===== config.mk =====
export PLATFORM = sky130hd
export DESIGN_NAME = qrs_queue
export DESIGN_NICKNAME = d
export VERILOG_FILES = /design/src/design/qrs_queue.sv
export SDC_FILE = /design/constraint.sdc
export NUM_CORES = 1
export LEC_CHECK = 0
export ABC_AREA = 0
export ABC_CLOCK_PERIOD_IN_PS = 1890
export BUFFER_PORTS_ARGS = -buffer_cell sky130_fd_sc_hd__buf_2
export CORE_UTILIZATION = 55
export DETAILED_ROUTE_END_ITERATION = 10
export PLACE_DENSITY = 0.83
export SETUP_SLACK_MARGIN = 0.05
export SLEW_MARGIN = 20
export SYNTH_ARGS = -nofsm -noshare
export SYNTH_HDL_FRONTEND = slang
export SYNTH_SLANG_ARGS = --single-unit

===== constraint.sdc =====
create_clock -name clk -period 1.89 [get_ports clk]
set_input_delay 0.2835 -clock clk [delete_from_list [all_inputs] [get_ports clk]]
set_output_delay 0.2835 -clock clk [all_outputs]
set_load 0.1 [all_outputs]

===== src/design/qrs_queue.sv =====
// ----------------------------------------------------------------------------
// qrs_queue: small FIFO between classifier and solver pipeline
// Flop-based ring buffer; the head entry is read combinationally.
// ----------------------------------------------------------------------------
module qrs_queue #(
  parameter int WIDTH = 8,
  parameter int DEPTH = 4
) (
  input  logic             clk,
  input  logic             rst,
  input  logic             push,
  input  logic [WIDTH-1:0] wdata,
  output logic             full,
  input  logic             pop,
  output logic [WIDTH-1:0] rdata,
  output logic             nonempty
);
  localparam int AW = (DEPTH > 1) ? $clog2(DEPTH) : 1;
  localparam int CW = $clog2(DEPTH + 1);

  logic [WIDTH-1:0] slots [0:DEPTH-1];
  logic [AW-1:0]    wr_ptr;
  logic [AW-1:0]    rd_ptr;
  logic [CW-1:0]    count;

  assign full     = (count == CW'(DEPTH));
  assign nonempty = (count != '0);
  assign rdata    = slots[rd_ptr];

  always_ff @(posedge clk) begin
    if (push) begin
      slots[wr_ptr] <= wdata;
    end
  end

  always_ff @(posedge clk) begin
    if (rst) begin
      wr_ptr <= '0;
      rd_ptr <= '0;
      count  <= '0;
    end else begin
      if (push) begin
        wr_ptr <= (wr_ptr == AW'(DEPTH - 1)) ? '0 : wr_ptr + 1'b1;
      end
      if (pop) begin
        rd_ptr <= (rd_ptr == AW'(DEPTH - 1)) ? '0 : rd_ptr + 1'b1;
      end
      if (push && !pop) begin
        count <= count + 1'b1;
      end else if (pop && !push) begin
        count <= count - 1'b1;
      end
    end
  end

  a_no_overflow: assert property (@(posedge clk) disable iff (rst) !(push && full && !pop))
    else $error("queue written while full");
  a_no_underflow: assert property (@(posedge clk) disable iff (rst) !(pop && !nonempty))
    else $error("queue read while empty");
  a_count_range: assert property (@(posedge clk) disable iff (rst) count <= CW'(DEPTH))
    else $error("queue fill count out of range");

endmodule


==> results by group <==
Status
  • Status: finished, final reports clean

Critical path
  • Crit-path slowest cell: mux4_2
  • CP Cell Sequence: buf_12 > mux4_2 > buf_12
  • Crit path max fanout: 8
  • Most used cell, CP: buf_12
  • Critical path required time: 1.61 ns
  • Max incr delay on CP: 0.54 ns
  • Startpoint Class: flop
  • Crit path capture type: output port
  • Critical path type: flop to output port
  • Crit path DAT: 1.56 ns

Global route
  • Largest net degree at the start of global routing: 13
  • Global-route wire length before repair: 4.04 mm
  • Tot GR Track Use: 18.4%
  • Initial antenna violation count: 0
  • Vias in the first global route: 888
  • Total gr overflow: 0

Clock tree
  • CTS clk-pin slew, worst paths: 0.12 ns
  • CTS Buffer Depth: 2
  • CTS sink count: 41
  • TritonCTS buffer count: 5
  • Htree depth: 2
  • Setup bufs post-CTS: 0
  • Clk Latency, worst-skew pair: 0.34 ns
  • Post-CTS Hold Buffers: 0
  • Clock root cell: clkbuf_4
  • CTS tree: yes

Logic synthesis
  • YS warnings: 0
  • Syn nets: 105
  • Synth top area share: 60.1%
  • Share of the yosys chip area belonging to registers: 71.4%
  • Mapped Area: 0.00160 sq mm
  • Post-Syn Area per Cell: 18.6 sq um
  • Flop and latch count out of synthesis: 41
  • Post-synth top area cell: edfxtp_1
  • Distinct cells, synth: 16
  • Cells after Synth: 86
  • Area contributors post-synth: edfxtp_1 60%, dfxtp_1 11%, mux4_2 11%, ha_1 4.7%, mux2i_1 2.5%

Power
  • P_leak: 0.703 nW
  • Peak VDD IR: 1090 uV
  • Cell Pwr Density: 1040 mW/mm^2

Drt
  • DR vias: 812
  • Final wirelength: 2.37 mm
  • Post-DR vias/cell: 5.60
  • 1st-pass router iterations: 4
  • Final antenna-violating net count: 0
  • DR WL/cell: 16.3 um
  • # DRC: 0
  • Initial detailed-routing violation count: 30

STA
  • Fmax: 0.542 GHz
  • Slew margin rel.: 67.5%
  • Final Hold Viols: 0
  • Clock Skew: 0.00626 ns
  • Slew @ Worst Pin: 0.491 ns
  • Fin crit share: 97.7%
  • Final count of pins violating max slew: 0
  • Count of final setup violators: 0
  • Setup TNS: 0 ns
  • Unrepaired setup endpoints after global routing: true
  • Final min period: 1.85 ns

Flow run
  • # Max-Cap Violations: 0

Cells and area
  • NumNets Final: 132
  • Ant diodes: 0
  • Design area: 0.00188 sq mm
  • Area Growth Syn to Fin: 17.4%
  • Layout cells sized above 1: 34.2%

Floorplan
  • # IOs: 22
  • Chip height: 55.9 um
  • Die area: 0.00313 sq mm
  • Site Rows: 19
  • Core footprint: 0.00276 sq mm
  • Initial Util: 58.0%
  • DIE WIDTH: 55.9 um

Placed design
  • Placed inst area: 0.00175 sq mm
  • # port buffers: 21
  • Routability congestion estimate: 0.730
  • DP Wirelength: 1.64 mm

Min path
  • Worst min-delay path class: input port to flop
==> per-stage QoR <==
stage | worst slack (ns) | total power, mW | utilization [%] | cells | hold WS (ns)
after floorplan | 0.345 | 1.45 | - | 86 | 0.353
after global placement | 0.187 | 1.51 | 63.3 | 137 | 0.485
after detailed placement | 0.0948 | 1.52 | 63.3 | 137 | 0.501
after CTS | 0.00895 | 1.96 | 67.6 | 145 | 0.143
after global routing | -0.0163 | 2.04 | 68.1 | 145 | 0.134
final | 0.0441 | 1.96 | 68.1 | 145 | 0.161
==> worst max-delay path: cells and delay by family, from the launching register on <==
kind | cells | cell delay (ns)
flops | 1 | 0.36
mux | 1 | 0.54
buf+inv | 2 | 0.32
==> where the power goes <==
group          total (mW)  switching, mW  internal (mW)
logic               0.492          0.341          0.150
clock network       0.403          0.261          0.142
registers            1.06         0.0378           1.03
==> state kept, by name, indices dropped and copies added, names as in the netlist, named ones only <==
register / flops
slots: 32
wr_ptr: 2
rd_ptr: 2
count: 3
==> metal layers <==
layer | track usage (%) | share of wire, %
met1 | 20.2 | 41
met4 | 10.5 | 2.4
met5 | 0 | 0
met2 | 32.0 | 52
met3 | 5.12 | 4.3
==> final timing paths <==
kind,cells after the start,slack (ns),from,endpoint
max,3,0.04,flop,rdata[1]
min,1,0.16,wdata[2],slots[0][2]
max reg2reg,4,0.39,count[0],count[2]
min reg2reg,2,0.53,count[2],count[2]
==> cell families after synthesis <==
group	after synthesis	synth area share, %
xor gates and xnor gates	2	1.10
and+or+nand+nor	15	4.93
DFF	41	71.4
AOI/OAI and AO/OA	3	0.939
muxes	12	13.8
buffers and inverters	6	1.96
adders and majority gates	7	5.95
==> layout by cell type, fill, tap and decap left out <==
| cell | netlist | final |
|---|---|---|
| mux4_2 | 8 | 8 |
| mux2i_1 | 4 | 4 |
| clkbuf_4 | 0 | 5 |
| inv_1 | 4 | 4 |
| nor3b_1 | 2 | 1 |
| nor2_1 | 7 | 7 |
| or3_1 | 2 | 2 |
| fa_1 | 1 | 1 |
| buf_6 | 1 | 5 |
| dfxtp_2 | 0 | 1 |
| dfxtp_1 | 9 | 8 |
| nor3b_4 | 0 | 1 |
| clkinv_2 | 0 | 2 |
| ha_1 | 6 | 6 |
| clkbuf_1 | 0 | 1 |
| o21ai_0 | 1 | 1 |
| buf_8 | 0 | 2 |
| xor2_1 | 2 | 2 |
| buf_2 | 0 | 13 |
| and2_1 | 4 | 4 |
| edfxtp_1 | 32 | 32 |
| a21oi_1 | 2 | 2 |
| buf_12 | 0 | 2 |
==> layout make-up <==
cell class                 count  area (sq um)
timing repair buffer          22           191
clock inverter                 2          10.0
clock buffer                   6          41.3
inverter                       4          15.0
fill                         187           881
multi-input combinational     39           438
sequential                    41          1140
tap                           31          38.8
==> cell usage after synthesis <==
master    number
edfxtp_1      32
fa_1           1
and2_1         4
dfxtp_1        9
a21oi_1        2
mux4_2         8
xor2_1         2
ha_1           6
buf_6          1
inv_1          4
o21ai_0        1
clkbuf_2       1
or3_1          2
nor2_1         7
nor3b_1        2
mux2i_1        4
==> what timing repair did <==
action | 4_1_cts | 5_1_grt
endpoints found under the hold margin | 0 | 0
setup endpoints to repair | 8 | 8
gates cloned | 0 | 0
resized for setup | 21 | 3
Note: power is estimated with default switching activity, not from simulation.
