--- src/design/qrs_pkg.sv ---
// ----------------------------------------------------------------------------
// qrs_pkg: shared types and constants of the quadratic root solver
// Port item layouts, root kind codes and default sizes.
// ----------------------------------------------------------------------------
package qrs_pkg;

  localparam int COEF_W          = 16;
  localparam int OUT_W           = 40;
  localparam int DEF_COEF_BITS   = 16;
  localparam int DEF_FRAC_BITS   = 16;
  localparam int DEF_QUEUE_DEPTH = 4;

  localparam logic [1:0] KIND_DISTINCT = 2'd0;
  localparam logic [1:0] KIND_REPEATED = 2'd1;
  localparam logic [1:0] KIND_COMPLEX  = 2'd2;
  localparam logic [1:0] KIND_DEGEN    = 2'd3;

  typedef struct packed {
    logic signed [COEF_W-1:0] coef_quad;
    logic signed [COEF_W-1:0] coef_lin;
    logic signed [COEF_W-1:0] coef_const;
  } coef_item_t;

  typedef struct packed {
    logic [1:0]              root_kind;
    logic signed [OUT_W-1:0] first_value;
    logic signed [OUT_W-1:0] second_value;
  } root_item_t;

endpackage

--- src/design/qrs_front.sv ---
// ----------------------------------------------------------------------------
// qrs_front: coefficient intake and root classification
// Forms b*b and a*c, then the discriminant, the root kind, -b scaled and 2a.
// ----------------------------------------------------------------------------
module qrs_front #(
  parameter int COEF_BITS = 16,
  parameter int FRAC_BITS = 16,
  parameter int ENTRY_W   = 8
) (
  input  logic                clk,
  input  logic                rst,
  input  logic                coef_valid,
  output logic                coef_stall,
  input  qrs_pkg::coef_item_t coef,
  output logic                push,
  output logic [ENTRY_W-1:0]  entry,
  input  logic                full
);
  import qrs_pkg::*;

  localparam int CB  = COEF_BITS;
  localparam int MW  = 2 * CB + 2;
  localparam int NW  = CB + FRAC_BITS + 3;
  localparam int DMW = CB + 1;

  typedef struct packed {
    logic [1:0]           kind;
    logic [MW-1:0]        mag;
    logic signed [NW-1:0] nb;
    logic                 den_neg;
    logic [DMW-1:0]       den_mag;
  } entry_t;

  logic signed [CB-1:0]   a_s;
  logic signed [CB-1:0]   b_s;
  logic signed [CB-1:0]   c_s;
  logic                   p1_valid;
  logic signed [CB-1:0]   p1_a;
  logic signed [CB-1:0]   p1_b;
  logic signed [2*CB-1:0] p1_bb;
  logic signed [2*CB-1:0] p1_ac;
  logic                   p2_valid;
  entry_t                 p2_entry;
  entry_t                 p2_next;
  logic                   adv;
  logic signed [MW-1:0]   disc;
  logic signed [DMW-1:0]  a_ext;
  logic signed [DMW-1:0]  a_abs;
  logic                   a_zero;

  // Coefficients wider than the port field take the field zero extended.
  if (CB > COEF_W) begin : g_wide
    assign a_s = signed'({{(CB - COEF_W){1'b0}}, coef.coef_quad});
    assign b_s = signed'({{(CB - COEF_W){1'b0}}, coef.coef_lin});
    assign c_s = signed'({{(CB - COEF_W){1'b0}}, coef.coef_const});
  end else begin : g_narrow
    assign a_s = coef.coef_quad[CB-1:0];
    assign b_s = coef.coef_lin[CB-1:0];
    assign c_s = coef.coef_const[CB-1:0];
  end

  // hold both stages while the queue cannot take the classified item
  assign adv        = !(p2_valid && full);
  assign coef_stall = !adv;
  assign push       = p2_valid && !full;
  assign entry      = p2_entry;

  always_comb begin
    disc   = MW'(p1_bb) - (MW'(p1_ac) <<< 2);
    a_zero = (p1_a == '0);
    a_ext  = DMW'(p1_a);
    a_abs  = (a_ext < 0) ? -a_ext : a_ext;
    p2_next.mag     = (disc < 0) ? MW'(-disc) : MW'(disc);
    p2_next.den_neg = p1_a[CB-1];
    if (a_zero) begin
      p2_next.kind    = KIND_DEGEN;
      p2_next.nb      = '0;
      p2_next.den_mag = DMW'(2);
    end else begin
      if (disc > 0) begin
        p2_next.kind = KIND_DISTINCT;
      end else if (disc == 0) begin
        p2_next.kind = KIND_REPEATED;
      end else begin
        p2_next.kind = KIND_COMPLEX;
      end
      p2_next.nb      = (-(NW'(p1_b))) <<< FRAC_BITS;
      p2_next.den_mag = DMW'(a_abs) << 1;
    end
  end

  always_ff @(posedge clk) begin
    if (rst) begin
      p1_valid <= 1'b0;
      p2_valid <= 1'b0;
    end else if (adv) begin
      p1_valid <= coef_valid;
      p2_valid <= p1_valid;
    end
  end

  always_ff @(posedge clk) begin
    if (adv) begin
      p1_a     <= a_s;
      p1_b     <= b_s;
      p1_bb    <= b_s * b_s;
      p1_ac    <= a_s * c_s;
      p2_entry <= p2_next;
    end
  end

endmodule

--- config.mk ---
export PLATFORM = sky130hd
export DESIGN_NAME = qrs_front
export DESIGN_NICKNAME = d
export VERILOG_FILES = /design/src/design/qrs_pkg.sv /design/src/design/qrs_front.sv
export SDC_FILE = /design/constraint.sdc
export NUM_CORES = 1
export LEC_CHECK = 0
export ABC_AREA = 1
export ABC_CLOCK_PERIOD_IN_PS = 1900
export BUFFER_PORTS_ARGS = -buffer_cell sky130_fd_sc_hd__buf_2
export CORE_ASPECT_RATIO = 0.75
export CORE_MARGIN = 2
export CORE_UTILIZATION = 45
export DETAILED_ROUTE_END_ITERATION = 10
export PLACE_DENSITY = 0.87
export SETUP_SLACK_MARGIN = 0.1
export SKIP_CTS_REPAIR_TIMING = 1
export SYNTH_ARGS = -nofsm -noshare
export SYNTH_HDL_FRONTEND = slang
export SYNTH_SLANG_ARGS = --single-unit
--- constraint.sdc ---
create_clock -name clk -period 1.9 [get_ports clk]
set_input_delay 0.19 -clock clk [delete_from_list [all_inputs] [get_ports clk]]
set_output_delay 0.19 -clock clk [all_outputs]
set_load 0.01 [all_outputs]
==> reports/metrics.cfg <==
[power_and_ir_drop]
power.internal_mw=0.7830
sw_frac_of_total_pct=21.37
switching_power_mw=0.2128
leakagePower_nw=0.5535
p_comb_share_pct=10.8
seq_power_share_pct=67.4
power_frac_clock_pct=21.8
peakVddDrop_v=0.0003606
pwr_density_cell_mw_per_mm2=832.5
power.total_mw=0.9958

[placement]
place_congestion=0.7613
hpwl_um=1086
dp_slack_ns=0.6495
numPortBuffers=28

[logic_synthesis]
syn_nets=139
avgSynthCellArea_sq_um=11.76
yosys_warnings=0
synth_top_area_share_pct=68.32
synth.most_common_cell=edfxtp_1
ys_seq_elements=25
ys.flop_type=edfxtp_1
synth_top_area_cell=edfxtp_1
yosys-top-cells-count=edfxtp_1 (23), nand2_1 (18), inv_1 (13)
yosys-top-cells-area=edfxtp_1 (68%), nand2_1 (6.7%), inv_1 (4.8%)
syn_area_sq_mm=0.001011
synth-seq-area-share_pct=72.28
synth-async-reset-ratio_pct=0
ys_types=17
synth_cells=86
synth_edf_count=23

[critical_path]
startpoint_type=flip-flop
worstPathRequired_ns=1.71
path_cells=nand2_1 > inv_1 > buf_2
critPathMaxFanout=9
r2r_start=p1_a[1]$_DFFE_PN_
critical_path_class=flip-flop to primary output
slowest_stage=dfxtp_1
cp-end-kind=primary output
cp_slowest_stage_delay_ns=0.35
crit_arrival_ns=1.17
critPathLaunch=p2_valid$_SDFFE_PP0N_

[global_route]
antenna_found_initial=0
grt_overflow=0
grt_max_degree=18
grt_pass1_vias=621
grt_use_total_pct=12.06
grt_pass1_wl_um=2346

[die]
die-area_sq_mm=0.002646
initial_core_util_pct=48.91
die_w_um=58.73
die_h_um=45.05
core_sq_mm=0.002067
rows=14
ioPinCount=62

[cts]
cts.sinks=25
root_buffer=clkbuf_4
clock_latency_ns=0.30
clk_path_buf_depth=2
htree_levels=1
path_clk_slew_ns=0.12
cts_tree=built
numCtsBuffers=3

[cells_and_area]
fillers=177
fin_nets=171
layout-drive-gt1-share_pct=29.91
synthToLayoutAreaGrowth_pct=18.32
antenna_cells=0

[sta]
slew_viol_final=0
fmax_ghz=0.7347
skew_ns=0.002495
min_period_ns=1.361
setup_ws_ns=0.5389
fin_crit_sh_pct=71.64
tns_ns=0
hold_violations=0
setup_viol=0
rsz0062_at_grt=false

[min_path]
hold_path.startpoint=coef[46]
hold_class=input port to flip-flop

[detailed_routing]
postRouteAntennaNets=0
firstDrtPassIters=7
vias_per_cell=4.574
wl_um=1404
wl_per_cell_um=9.957
drt_iter0_markers=16
vias=645
route.detailed.drc=3

[outcome]
violations=DRC
status=finished, violations left

[flow_run]
drv_cap=0

-- sequential cells by signal (all words and copies together), names as in the netlist --
signal,count
p1_valid,1
p1_a,16
p2_valid,1
entry,7
-- worst max-delay path: cells and delay by family, from the launching register on --
family / cells / cell delay [ns]
buf+inv: 2 / 0.31
flops: 1 / 0.35
simple gates: 1 / 0.21
-- power groups by stage --
| stage | registers, mW | clock network [mW] | logic, mW |
|---|---|---|---|
| detailed placement | 0.685 | 0 | 0.109 |
| finish | 0.671 | 0.217 | 0.108 |
| global route | 0.678 | 0.255 | 0.122 |
| global placement | 0.682 | 0 | 0.105 |
| floorplan | 0.691 | 0 | 0.0564 |
| CTS | 0.672 | 0.227 | 0.109 |
-- per-stage QoR --
step	instances	util (%)	instance area [sq um]	hold WS, ns
floorplan	86	-	1011	0.2591
global placement	137	56.60	1170	0.3593
detailed placement	137	56.60	1170	0.3681
CTS	141	57.87	1196	0.03983
global route	141	57.87	1196	0.01396
finish	141	57.87	1196	0.05282
-- per-layer routing --
metal | global-route usage (%) | vias to the layer above | share of wire (%)
li1 | - | 341 | -
met1 | 13.53 | 277 | 45
met2 | 20.89 | 25 | 47
met3 | 4.871 | 2 | 8.0
met4 | 4.545 | 0 | 0.85
met5 | 0 | - | 0
-- cell type report --
cell class / instances / area [sq um] / share of cell area, %
Clock buffer: 4 / 26.28 / 2.197
Inverter: 13 / 48.80 / 4.079
Multi-Input combinational cell: 46 / 212.7 / 17.78
Sequential cell: 25 / 730.7 / 61.09
Tap cell: 24 / 30.03 / 2.510
Timing Repair Buffer: 29 / 147.6 / 12.34
-- worst paths after layout --
| check | depth (start not counted) | to | slack, ns |
|---|---|---|---|
| setup / recovery | 3 | coef_stall | 0.54 |
| hold / removal | 1 | p1_a[14]$_DFFE_PN_ | 0.05 |
| setup reg to reg | 6 | entry[5]$_SDFFCE_PN0N_ | 0.62 |
| hold reg to reg | 2 | p1_valid$_SDFFE_PP0N_ | 0.49 |
-- placed cells by master (no fill, tap or decap), drive strengths merged --
cell and count:
o21ai 1, xnor2 1, clkbuf 4, nor2 13, inv 13, a211oi 1, ha 1, edfxtp 23
buf 29, conb 1, dfxtp 2, a21o 1, nand3 5, a21oi 3, nand2 19
-- logic make-up after synthesis --
kind of cell               share of synthesized area [%]
buffers and inverters                              6.684
adders and majority gates                          1.237
other                                             0.3709
DFF                                                72.28
xor gates and xnor gates                          0.8665
AOI/OAI and AO/OA                                  3.465
and+or+nand+nor                                    15.10
(Power assumes the default switching activity.)
